### src/hw/rtl/ssr_pkg.sv
package ssr_pkg;

  // Fixed field widths
  localparam int ByteW    = 8;
  localparam int CfgDataW = 64;
  localparam int CfgIdxW  = 2;
  localparam int LenW     = 4;

  // Default sizes; the 64-bit byte registers hold at most eight characters
  localparam int MaxPatternDef = 8;
  localparam int MaxReplDef    = 8;

  // Configuration register indexes
  typedef enum logic [CfgIdxW-1:0] {
    REG_PATTERN_BYTES = 2'd0,
    REG_PATTERN_LEN   = 2'd1,
    REG_REPL_BYTES    = 2'd2,
    REG_REPL_LEN      = 2'd3
  } cfg_reg_e;

  // Kind of burst held in the output buffer
  typedef struct packed {
    logic eot;     // burst closes the string, last goes on its final byte
    logic marker;  // empty end marker, no text byte
  } burst_info_t;

endpackage

### src/hw/rtl/ssr_step.sv
module ssr_step import ssr_pkg::*; #(
  parameter int MAX_PATTERN     = MaxPatternDef,
  parameter int MAX_REPLACEMENT = MaxReplDef,
  localparam int BufDepth = (MAX_PATTERN > MAX_REPLACEMENT) ? MAX_PATTERN : MAX_REPLACEMENT,
  localparam int PCntW    = $clog2(MAX_PATTERN + 1),
  localparam int RCntW    = $clog2(MAX_REPLACEMENT + 1),
  localparam int BCntW    = $clog2(BufDepth + 1)
) (
  input  logic [ByteW-1:0]    win_i [MAX_PATTERN],
  input  logic [PCntW-1:0]    wcnt_i,
  input  logic [ByteW-1:0]    char_i,
  input  logic                eot_i,
  input  logic [CfgDataW-1:0] pattern_i,
  input  logic [PCntW-1:0]    plen_i,
  input  logic [CfgDataW-1:0] repl_i,
  input  logic [RCntW-1:0]    rlen_i,
  output logic [ByteW-1:0]    win_o [MAX_PATTERN],
  output logic [PCntW-1:0]    wcnt_o,
  output logic [ByteW-1:0]    burst_o [BufDepth],
  output logic [BCntW-1:0]    burst_len_o,
  output burst_info_t         burst_info_o
);

  logic [ByteW-1:0] ins_win [MAX_PATTERN];
  logic [PCntW-1:0] ins_cnt;
  logic             decide;
  logic             match;
  logic [PCntW-1:0] drop;

  // Append the new byte behind the held ones
  always_comb begin
    for (int i = 0; i < MAX_PATTERN; i++) begin
      ins_win[i] = win_i[i];
      if (wcnt_i == PCntW'(i)) begin
        ins_win[i] = char_i;
      end
    end
    ins_cnt = (wcnt_i < PCntW'(MAX_PATTERN)) ? wcnt_i + PCntW'(1) : wcnt_i;
  end

  // Compare the oldest plen bytes against the pattern
  always_comb begin
    decide = (ins_cnt >= plen_i);
    match  = 1'b1;
    for (int i = 0; i < MAX_PATTERN; i++) begin
      if (PCntW'(i) < plen_i && ins_win[i] != pattern_i[ByteW*i +: ByteW]) begin
        match = 1'b0;
      end
    end
    if (!decide) begin
      drop = '0;
    end else if (match) begin
      drop = plen_i;
    end else begin
      drop = PCntW'(1);
    end
  end

  // Next window: drop consumed bytes from the front, or clear at end of text
  always_comb begin
    for (int i = 0; i < MAX_PATTERN; i++) begin
      win_o[i] = '0;
      if (!eot_i) begin
        for (int k = 0; k <= MAX_PATTERN; k++) begin
          if (i + k < MAX_PATTERN) begin
            if (drop == PCntW'(k) && PCntW'(i + k) < ins_cnt) begin
              win_o[i] = ins_win[i + k];
            end
          end
        end
      end
    end
    wcnt_o = eot_i ? '0 : ins_cnt - drop;
  end

  // Results of this item
  always_comb begin
    for (int i = 0; i < BufDepth; i++) begin
      burst_o[i] = '0;
    end
    burst_len_o  = '0;
    burst_info_o = '0;
    if (eot_i) begin
      burst_info_o.eot = 1'b1;
      for (int i = 0; i < MAX_PATTERN; i++) begin
        burst_o[i] = win_i[i];
      end
      if (wcnt_i == '0) begin
        burst_info_o.marker = 1'b1;
        burst_o[0]          = '0;
        burst_len_o         = BCntW'(1);
      end else begin
        burst_len_o = BCntW'(wcnt_i);
      end
    end else if (decide && match) begin
      for (int i = 0; i < MAX_REPLACEMENT; i++) begin
        burst_o[i] = repl_i[ByteW*i +: ByteW];
      end
      burst_len_o = BCntW'(rlen_i);
    end else if (decide) begin
      burst_o[0]  = ins_win[0];
      burst_len_o = BCntW'(1);
    end
  end

endmodule

### src/hw/rtl/stream_substring_replace.sv
// Streaming find-and-replace. Text bytes enter on the input channel; every
// non-overlapping occurrence of the configured pattern (1 to MAX_PATTERN
// bytes) is replaced, greedily from left to right, by the replacement (0 to
// MAX_REPLACEMENT bytes). An end_of_text item flushes the held bytes and
// flags the final one with last; with nothing held it yields one empty
// marker (char_valid low, last high). Each accepted item is evaluated
// combinationally from a one-entry input register and loads a shift
// buffer that delivers one result per cycle while the output is not
// stalled; plain text flows at one byte per cycle on the same condition.
// An item with n > 1 results (a replacement or a flush) holds the output
// buffer until all n are sent. The input register takes one more item
// while the buffer drains. Write configuration only while the block is idle.
module stream_substring_replace import ssr_pkg::*; #(
  parameter int MAX_PATTERN     = MaxPatternDef,
  parameter int MAX_REPLACEMENT = MaxReplDef
) (
  input  logic                clk_i,
  input  logic                rst_ni,
  // configuration
  input  logic                cfg_we_i,
  input  logic [CfgIdxW-1:0]  cfg_idx_i,
  input  logic [CfgDataW-1:0] cfg_wdata_i,
  // input channel
  input  logic                in_valid_i,
  output logic                in_stall_o,
  input  logic [ByteW-1:0]    char_in_i,
  input  logic                end_of_text_i,
  // output channel
  output logic                out_valid_o,
  input  logic                out_stall_i,
  output logic [ByteW-1:0]    char_out_o,
  output logic                char_valid_o,
  output logic                last_o
);

  localparam int BufDepth = (MAX_PATTERN > MAX_REPLACEMENT) ? MAX_PATTERN : MAX_REPLACEMENT;
  localparam int PCntW    = $clog2(MAX_PATTERN + 1);
  localparam int RCntW    = $clog2(MAX_REPLACEMENT + 1);
  localparam int BCntW    = $clog2(BufDepth + 1);

  // Configuration registers
  logic [CfgDataW-1:0] pat_bytes_q;
  logic [LenW-1:0]     pat_len_q;
  logic [CfgDataW-1:0] repl_bytes_q;
  logic [LenW-1:0]     repl_len_q;

  always_ff @(posedge clk_i or negedge rst_ni) begin
    if (!rst_ni) begin
      pat_bytes_q  <= '0;
      pat_len_q    <= LenW'(1);
      repl_bytes_q <= '0;
      repl_len_q   <= '0;
    end else if (cfg_we_i) begin
      case (cfg_reg_e'(cfg_idx_i))
        REG_PATTERN_BYTES: pat_bytes_q  <= cfg_wdata_i;
        REG_PATTERN_LEN:   pat_len_q    <= cfg_wdata_i[LenW-1:0];
        REG_REPL_BYTES:    repl_bytes_q <= cfg_wdata_i;
        REG_REPL_LEN:      repl_len_q   <= cfg_wdata_i[LenW-1:0];
        default: ;
      endcase
    end
  end

  // Clamp the length registers to the supported range
  logic [PCntW-1:0] plen_eff;
  logic [RCntW-1:0] rlen_eff;

  always_comb begin
    if (pat_len_q == '0) begin
      plen_eff = PCntW'(1);
    end else if (pat_len_q > LenW'(MAX_PATTERN)) begin
      plen_eff = PCntW'(MAX_PATTERN);
    end else begin
      plen_eff = PCntW'(pat_len_q);
    end
    if (repl_len_q > LenW'(MAX_REPLACEMENT)) begin
      rlen_eff = RCntW'(MAX_REPLACEMENT);
    end else begin
      rlen_eff = RCntW'(repl_len_q);
    end
  end

  // Handshake control
  logic             inq_valid_q;
  logic [ByteW-1:0] inq_char_q;
  logic             inq_eot_q;
  logic [BCntW-1:0] rem_q;
  logic             in_fire;
  logic             out_fire;
  logic             buf_free;
  logic             take;

  assign out_valid_o = (rem_q != '0);
  assign out_fire    = out_valid_o && !out_stall_i;
  assign buf_free    = (rem_q == '0) || (rem_q == BCntW'(1) && out_fire);
  assign take        = inq_valid_q && buf_free;
  assign in_stall_o  = inq_valid_q && !take;
  assign in_fire     = in_valid_i && !in_stall_o;

  // Input register
  always_ff @(posedge clk_i or negedge rst_ni) begin
    if (!rst_ni) begin
      inq_valid_q <= 1'b0;
    end else if (in_fire) begin
      inq_valid_q <= 1'b1;
    end else if (take) begin
      inq_valid_q <= 1'b0;
    end
  end

  always_ff @(posedge clk_i) begin
    if (in_fire) begin
      inq_char_q <= char_in_i;
      inq_eot_q  <= end_of_text_i;
    end
  end

  // Window state and one-item evaluation
  logic [ByteW-1:0] win_q [MAX_PATTERN];
  logic [PCntW-1:0] wcnt_q;
  logic [ByteW-1:0] win_d [MAX_PATTERN];
  logic [PCntW-1:0] wcnt_d;
  logic [ByteW-1:0] burst [BufDepth];
  logic [BCntW-1:0] burst_len;
  burst_info_t      burst_info;

  ssr_step #(
    .MAX_PATTERN    (MAX_PATTERN),
    .MAX_REPLACEMENT(MAX_REPLACEMENT)
  ) u_step (
    .win_i       (win_q),
    .wcnt_i      (wcnt_q),
    .char_i      (inq_char_q),
    .eot_i       (inq_eot_q),
    .pattern_i   (pat_bytes_q),
    .plen_i      (plen_eff),
    .repl_i      (repl_bytes_q),
    .rlen_i      (rlen_eff),
    .win_o       (win_d),
    .wcnt_o      (wcnt_d),
    .burst_o     (burst),
    .burst_len_o (burst_len),
    .burst_info_o(burst_info)
  );

  always_ff @(posedge clk_i or negedge rst_ni) begin
    if (!rst_ni) begin
      wcnt_q <= '0;
    end else if (take) begin
      wcnt_q <= wcnt_d;
    end
  end

  always_ff @(posedge clk_i) begin
    if (take) begin
      win_q <= win_d;
    end
  end

  // Output buffer: loaded on take, shifted by one on each output transfer
  logic [ByteW-1:0] buf_q [BufDepth];
  burst_info_t      info_q;

  always_ff @(posedge clk_i or negedge rst_ni) begin
    if (!rst_ni) begin
      rem_q  <= '0;
      info_q <= '0;
    end else if (take) begin
      rem_q  <= burst_len;
      info_q <= burst_info;
    end else if (out_fire) begin
      rem_q  <= rem_q - BCntW'(1);
    end
  end

  always_ff @(posedge clk_i) begin
    if (take) begin
      buf_q <= burst;
    end else if (out_fire) begin
      for (int i = 0; i < BufDepth - 1; i++) begin
        buf_q[i] <= buf_q[i + 1];
      end
      buf_q[BufDepth-1] <= '0;
    end
  end

  assign char_out_o   = buf_q[0];
  assign char_valid_o = !info_q.marker;
  assign last_o       = info_q.eot && (rem_q == BCntW'(1));

  // Checks
  a_rem_bound: assert property (@(posedge clk_i) disable iff (!rst_ni)
    rem_q <= BCntW'(BufDepth))
    else $error("output buffer count exceeds its depth");

  a_win_bound: assert property (@(posedge clk_i) disable iff (!rst_ni)
    wcnt_q < PCntW'(MAX_PATTERN))
    else $error("window holds a full pattern after a step");

  a_marker_last: assert property (@(posedge clk_i) disable iff (!rst_ni)
    out_valid_o && !char_valid_o |-> last_o)
    else $error("empty marker without last");

  a_last_drains: assert property (@(posedge clk_i) disable iff (!rst_ni)
    out_fire && last_o && !take |=> !out_valid_o)
    else $error("output still valid after final transfer");

endmodule
### config.mk
export PLATFORM = sky130hd
export DESIGN_NAME = stream_substring_replace
export DESIGN_NICKNAME = d
export VERILOG_FILES = /design/src/hw/rtl/ssr_pkg.sv /design/src/hw/rtl/ssr_step.sv /design/src/hw/rtl/stream_substring_replace.sv
export SDC_FILE = /design/constraint.sdc
export NUM_CORES = 1
export LEC_CHECK = 0
export BUFFER_PORTS_ARGS = -buffer_cell sky130_fd_sc_hd__buf_2
export CAP_MARGIN = 20
export CORE_UTILIZATION = 50
export CTS_CLUSTER_DIAMETER = 200
export DETAILED_ROUTE_END_ITERATION = 10
export MAX_ROUTING_LAYER = met4
export PLACE_DENSITY = 0.73
export SLEW_MARGIN = 20
export SYNTH_ARGS = -nofsm -noshare
export SYNTH_HDL_FRONTEND = slang
export SYNTH_HIERARCHICAL = 1
export SYNTH_SLANG_ARGS = --single-unit
### constraint.sdc
create_clock -name clk_i -period 9.8 [get_ports clk_i]
set_input_delay 0.98 -clock clk_i [delete_from_list [all_inputs] [get_ports clk_i]]
set_output_delay 0.98 -clock clk_i [all_outputs]
set_load 0.01 [all_outputs]
# == After elaboration in Yosys (flattened, before gate mapping) ==
# Index checks and enable logic that the tools add are counted.
# totals
output_inout_bits,12
romBits,0
latchBits,0
mem_count,0
register_bits,284
ram_bits,0
# classes
n_div,0
n_mul,0
n_reduce_logical,69
n_bitwise,1
n_shift,0
n_addsub,3
eq_ne,26
magnitude_cmp,20
mux,75
# op_table
op,count
$mux W8,46
$mux W64,3
$ne A8 B8 Y1,8
$mux W56,1
$logic_and A1 B1 Y1,51
$mux W4,12
$eq A4 B3 Y1 const B,8
$lt A3 B4 Y1 const A,8
$eq A4 B2 Y1 const B,4
$logic_not A4 Y1,4
$lt A1 B4 Y1 const A,4
$lt A2 B4 Y1 const A,4
$eq A4 B1 Y1 const B,3
$mux W1,12
$gt A4 B4 Y1 const B,2
$reduce_and A2 Y1,4
$add A4 B1 Y4 const B,1
$eq A2 B2 Y1 const B,2
$ge A4 B4 Y1,1
$logic_not A1 Y1,4
$lt A4 B4 Y1 const B,1
$reduce_bool A2 Y1,2
$reduce_bool A4 Y1,1
$sub A4 B1 Y4 const B,1
7 further kinds,7

# == Longest topological paths before layout ==
# depth
word_depth,25
depth_mapped,21
ltp_nobuf,19

# == Cells and area by module ==
# Netlist, hierarchy kept.
# modules_own_cells
mod,cells_each,area_per_inst_um2,instances
stream_substring_replace,572,10628.9,1
ssr_step,1026,6241.0,1

# == Worst setup path before layout ==
# OpenSTA, ideal clock, no wires.
# synth_path
path_kind,input port to flip-flop
start,in out_stall_i
end,"reg buf_q[0] (netlist name), enable pin"
required_time_ns,9.226
t_arrival_ns,5.496
n_path_buf,0
setup_ns,0.574
slack_ns,3.730
cell_stages,1
cell_sequence,o21ai_0
# synth_via
elab_chain_cells,6
# synth_rtl
element,line_no,text
"start, declared",stream_substring_replace.sv:30,"input logic out_stall_i,"
$logic_not A1 Y1 *,stream_substring_replace.sv:94,assign out_fire = out_valid_o && !out_stall_i;
$logic_and A1 B1 Y1 *,stream_substring_replace.sv:94,
$logic_and A1 B1 Y1,stream_substring_replace.sv:95,assign buf_free = (rem_q == '0) || (rem_q == BCntW'(1) && out_fire);
$logic_or A1 B1 Y1,stream_substring_replace.sv:95,
$logic_and A1 B1 Y1,stream_substring_replace.sv:96,assign take = inq_valid_q && buf_free;
$reduce_bool A2 Y1 (no source line) *,--,
"end signal, assigned",stream_substring_replace.sv:178,buf_q <= burst;
"end signal, assigned by index",stream_substring_replace.sv:181,buf_q[i] <= buf_q[i + 1];
"end, declared",stream_substring_replace.sv:161,logic [ByteW-1:0] buf_q [BufDepth];
# Mark *: on every way between the ends. The rest lies on a longest branch, timed or not.
# A chain may end at the register's enable or synchronous reset.

# == Final worst setup path ==
# layout_path
start,reg wcnt_q[0]
end,reg win_q[58] (netlist name) (data pin)
# layout_via
elab_chain_cells,24
# layout_rtl
element,line_no,text
"start, declared",stream_substring_replace.sv:120,logic [PCntW-1:0] wcnt_q;
"start signal, assigned",stream_substring_replace.sv:150,wcnt_q <= wcnt_d;
$logic_not A4 Y1,ssr_step.sv:34,if (wcnt_i == PCntW'(i)) begin
$mux W8,ssr_step.sv:34,
$ne A8 B8 Y1,ssr_step.sv:46,if (PCntW'(i) < plen_i && ins_win[i] != pattern_i[ByteW*i +: ByteW]) begin
$logic_and A1 B1 Y1,ssr_step.sv:46,
$mux W1 (8 in series),ssr_step.sv:46,
$mux W4,ssr_step.sv:52,end else if (match) begin
$mux W4,ssr_step.sv:50,if (!decide) begin
$logic_not A4 Y1,ssr_step.sv:66,if (drop == PCntW'(k) && PCntW'(i + k) < ins_cnt) begin
$logic_and A1 B1 Y1,ssr_step.sv:66,
$mux W8 (7 in series),ssr_step.sv:66,
$mux W8 *,ssr_step.sv:66,
"end signal, assigned",stream_substring_replace.sv:156,win_q <= win_d;
"end, declared",stream_substring_replace.sv:119,logic [ByteW-1:0] win_q [MAX_PATTERN];
# Marked as above.

==> run metrics <==
clock skew 0.0141 ns; simple-gate share of the synthesized area 12.4%; Ports 92; Synth Instances 1598; MaxCap Viol Count 0; initial core utilization 51.3%; pwr/cell area 315 nW/um2; post-cts resize count 0; post-detail-place hpwl 44.5 mm; met2 usage 57.4%; vias in the first global route 13700; fin crit period 6.54 ns; r2r startpoint wcnt_q[0]$_DFFE_PN0P_; Slew Limit Fails 0; CP max FO 62; CTS tree built; Post-synth ARST share 51.8%; Clock Path Buffers 3; gr ovfl total 0; count of cell types in the netlist 84; Reg clk slew, reported paths 0.07 ns; syn avg cell area 10.6 um2; worst setup path category flop to flop; Port Buffer Count 91; Final Cycle Share 66.8%; FMAX 0.153 GHz; Final Hold Fails 0; most frequent cells in the layout mux2_2, nand2_1, dfrtp_1; Residual DRC 0; gr busiest metal met2; R2R setup slack 3.26 ns; cell area after synthesis 16900 um2; Routed wire per std cell 29.1 um; die area 34500 um2; Slew @ Worst Pin 1.13 ns; met3 Usage GRT 7.14%; Ys Warns 6; Area Growth Syn to Fin 10.5%; Antenna Nets Post-Route 0; HP Class input pin to asynchronous set/reset pin; final setup fails 0; First DRT Iteration DRCs 1628; Core Rows 66; Rel. slew slack 23.7%; post-synthesis compound-gate area fraction 16.4%; Filler cells 2881; mux share of post-synthesis cell area 16.0%; CORE AREA 32900 um2; routability cong. 1.06; post-synthesis sequential area ratio 46.2%; unrepaired setup endpoints after global routing false; critical path arrival 6.94 ns; Post-synth EDFFs 137; top post-synthesis cells by area edfxtp_1, dfrtp_1, mux2_2; post-synthesis xor/xnor area fraction 3.06%; GR Util met1 48.6%; Num CTS Buffers 30; clk root buf clkbuf_16; Reg2Reg Depth 14; Tot GR Track Use 37.3%; adder-cell share of the synthesized area 1.16%; fin nets 1750; Post-synth top flop dfrtp_1; leakage dissipation 7.25 nW; Final Core Density 56.7%; Synth Register Bits 284; depth of the CTS H-tree 1; syn nets 1693; Worst VDD drop 0.199 mV; most common cell after layout, fill and taps aside mux2_2; die height 186 um; largest net degree at the start of global routing 86; vias 13900; fraction of layout cells with a size suffix above 1 25.3%; area leader, netlist edfxtp_1; DRT Wirelength 61.7 mm; routed vias/inst 6.56; DIE WIDTH 186 um; initial antenna violation count 2; CP startpoint kind flop; global-route wire length before repair 90.4 mm; postcts setup bufs 0; Post-CTS Hold Buffers 0; outcome finished clean; drt pass-1 iters 8; CTS sink cnt 284; Critical Path RT 10.20 ns; CP endpoint kind flop; Critical R2R Capture win_q[58]$_DFFE_PP_; clk_lat worst skew 0.58 ns; largest family of logic cells by synthesized area compound AO/OA/AOI/OAI gates; Fin Setup TNS 0 ns; Synth top area share 24.4%
[metal layers]
layer / wire (um) / vias up
met2: 27900 / 729
met5: 0 / -
li1: - / 6044
met3: 5210 / 158
met4: 2690 / 0
met1: 25900 / 7001
[flip-flops by register name (all words and copies together) (netlist names), 8 cells and up]
name and cells:
pat_bytes_q 64, win_q 64, buf_q 56, char_out_o 8
inq_char_q 8, repl_bytes_q 64
[final cells by class]
type / instances / area, um2 / area share [%]
Multi-Input combinational cell: 1144 / 8300 / 44.5
Sequential cell: 284 / 7790 / 41.8
Clock buffer: 41 / 835 / 4.48
Timing Repair Buffer: 130 / 754 / 4.05
Tap cell: 442 / 553 / 2.97
Inverter: 65 / 244 / 1.31
Clock inverter: 15 / 159 / 0.853
Antenna cell: 2 / 5.00 / 0.0269
[cells in the mapped netlist, drive strengths merged (16+ instances only)]
| library cell | number |
|---|---|
| a221oi | 18 |
| a221o | 19 |
| nor4 | 16 |
| o22ai | 69 |
| edfxtp | 137 |
| inv | 64 |
| clkbuf | 39 |
| o221ai | 16 |
| dfrtp | 146 |
| a21oi | 49 |
| and2 | 16 |
| nor2 | 82 |
| xnor2 | 32 |
| nor3 | 35 |
| mux2 | 207 |
| nor2b | 16 |
| nand2 | 185 |
| xor2 | 27 |
| o21ai | 127 |
| mux2i | 35 |
| buf | 66 |
[worst max path at each step]
stage                           from                     end  slack, ns  depth (start not counted)
2_1_floorplan            out_stall_i  buf_q[0]$_SDFFCE_PN0P_       3.73                          1
3_3_place_gp   wcnt_q[0]$_DFFE_PN0P_     win_q[53]$_DFFE_PP_       3.69                         14
3_5_place_dp   wcnt_q[0]$_DFFE_PN0P_     win_q[58]$_DFFE_PP_       3.54                         14
4_1_cts        wcnt_q[0]$_DFFE_PN0P_     win_q[58]$_DFFE_PP_       3.50                         14
5_1_grt        wcnt_q[0]$_DFFE_PN0P_     win_q[58]$_DFFE_PP_       2.99                         14
6_report       wcnt_q[0]$_DFFE_PN0P_     win_q[58]$_DFFE_PP_       3.26                         14
[critical path, stage by stage (launching register included)]
cell       delay [ns]
dfrtp_1          0.46
inv_1            0.13
ha_1             0.21
nor3b_4          0.69
mux2i_1          0.50
xnor2_1          0.13
a2111oi_2        0.46
a21oi_1          0.21
a21oi_1          0.35
nand4_4          0.59
nor2_4           0.98
buf_4            0.73
o21ai_0          0.34
o211a_1          0.22
a221oi_1         0.27
[kinds of logic (layout without fill, tap and decap cells)]
logic type,count (synthesis),after routing
AND/OR/NAND/NOR,421,421
XOR/XNOR,59,59
adder cells (fa/ha/maj),15,15
flip-flops,284,284
buffers and inverters,170,251
other,0,2
multiplexers,242,242
AO/OA/AOI/OAI,407,407
[stage by stage]
step | std cells | total power, mW | hold slack [ns] | instance area (um2) | setup slack (ns)
2_1_floorplan | 1598 | 3.72 | 0.471 | 16900 | 3.73
3_3_place_gp | 2065 | 4.60 | 0.481 | 17600 | 3.69
3_5_place_dp | 2065 | 4.64 | 0.485 | 17600 | 3.54
4_1_cts | 2121 | 5.81 | 0.418 | 18600 | 3.50
5_1_grt | 2123 | 6.10 | 0.473 | 18600 | 2.99
6_report | 2123 | 5.86 | 0.390 | 18600 | 3.26
[report_power, final]
part	total, mW	switching, mW	internal [mW]
clock network	1.16	0.489	0.674
registers	2.10	0.318	1.78
logic	2.60	1.67	0.926
total	5.86	2.48	3.38
Power figures use the tool's default switching activity.
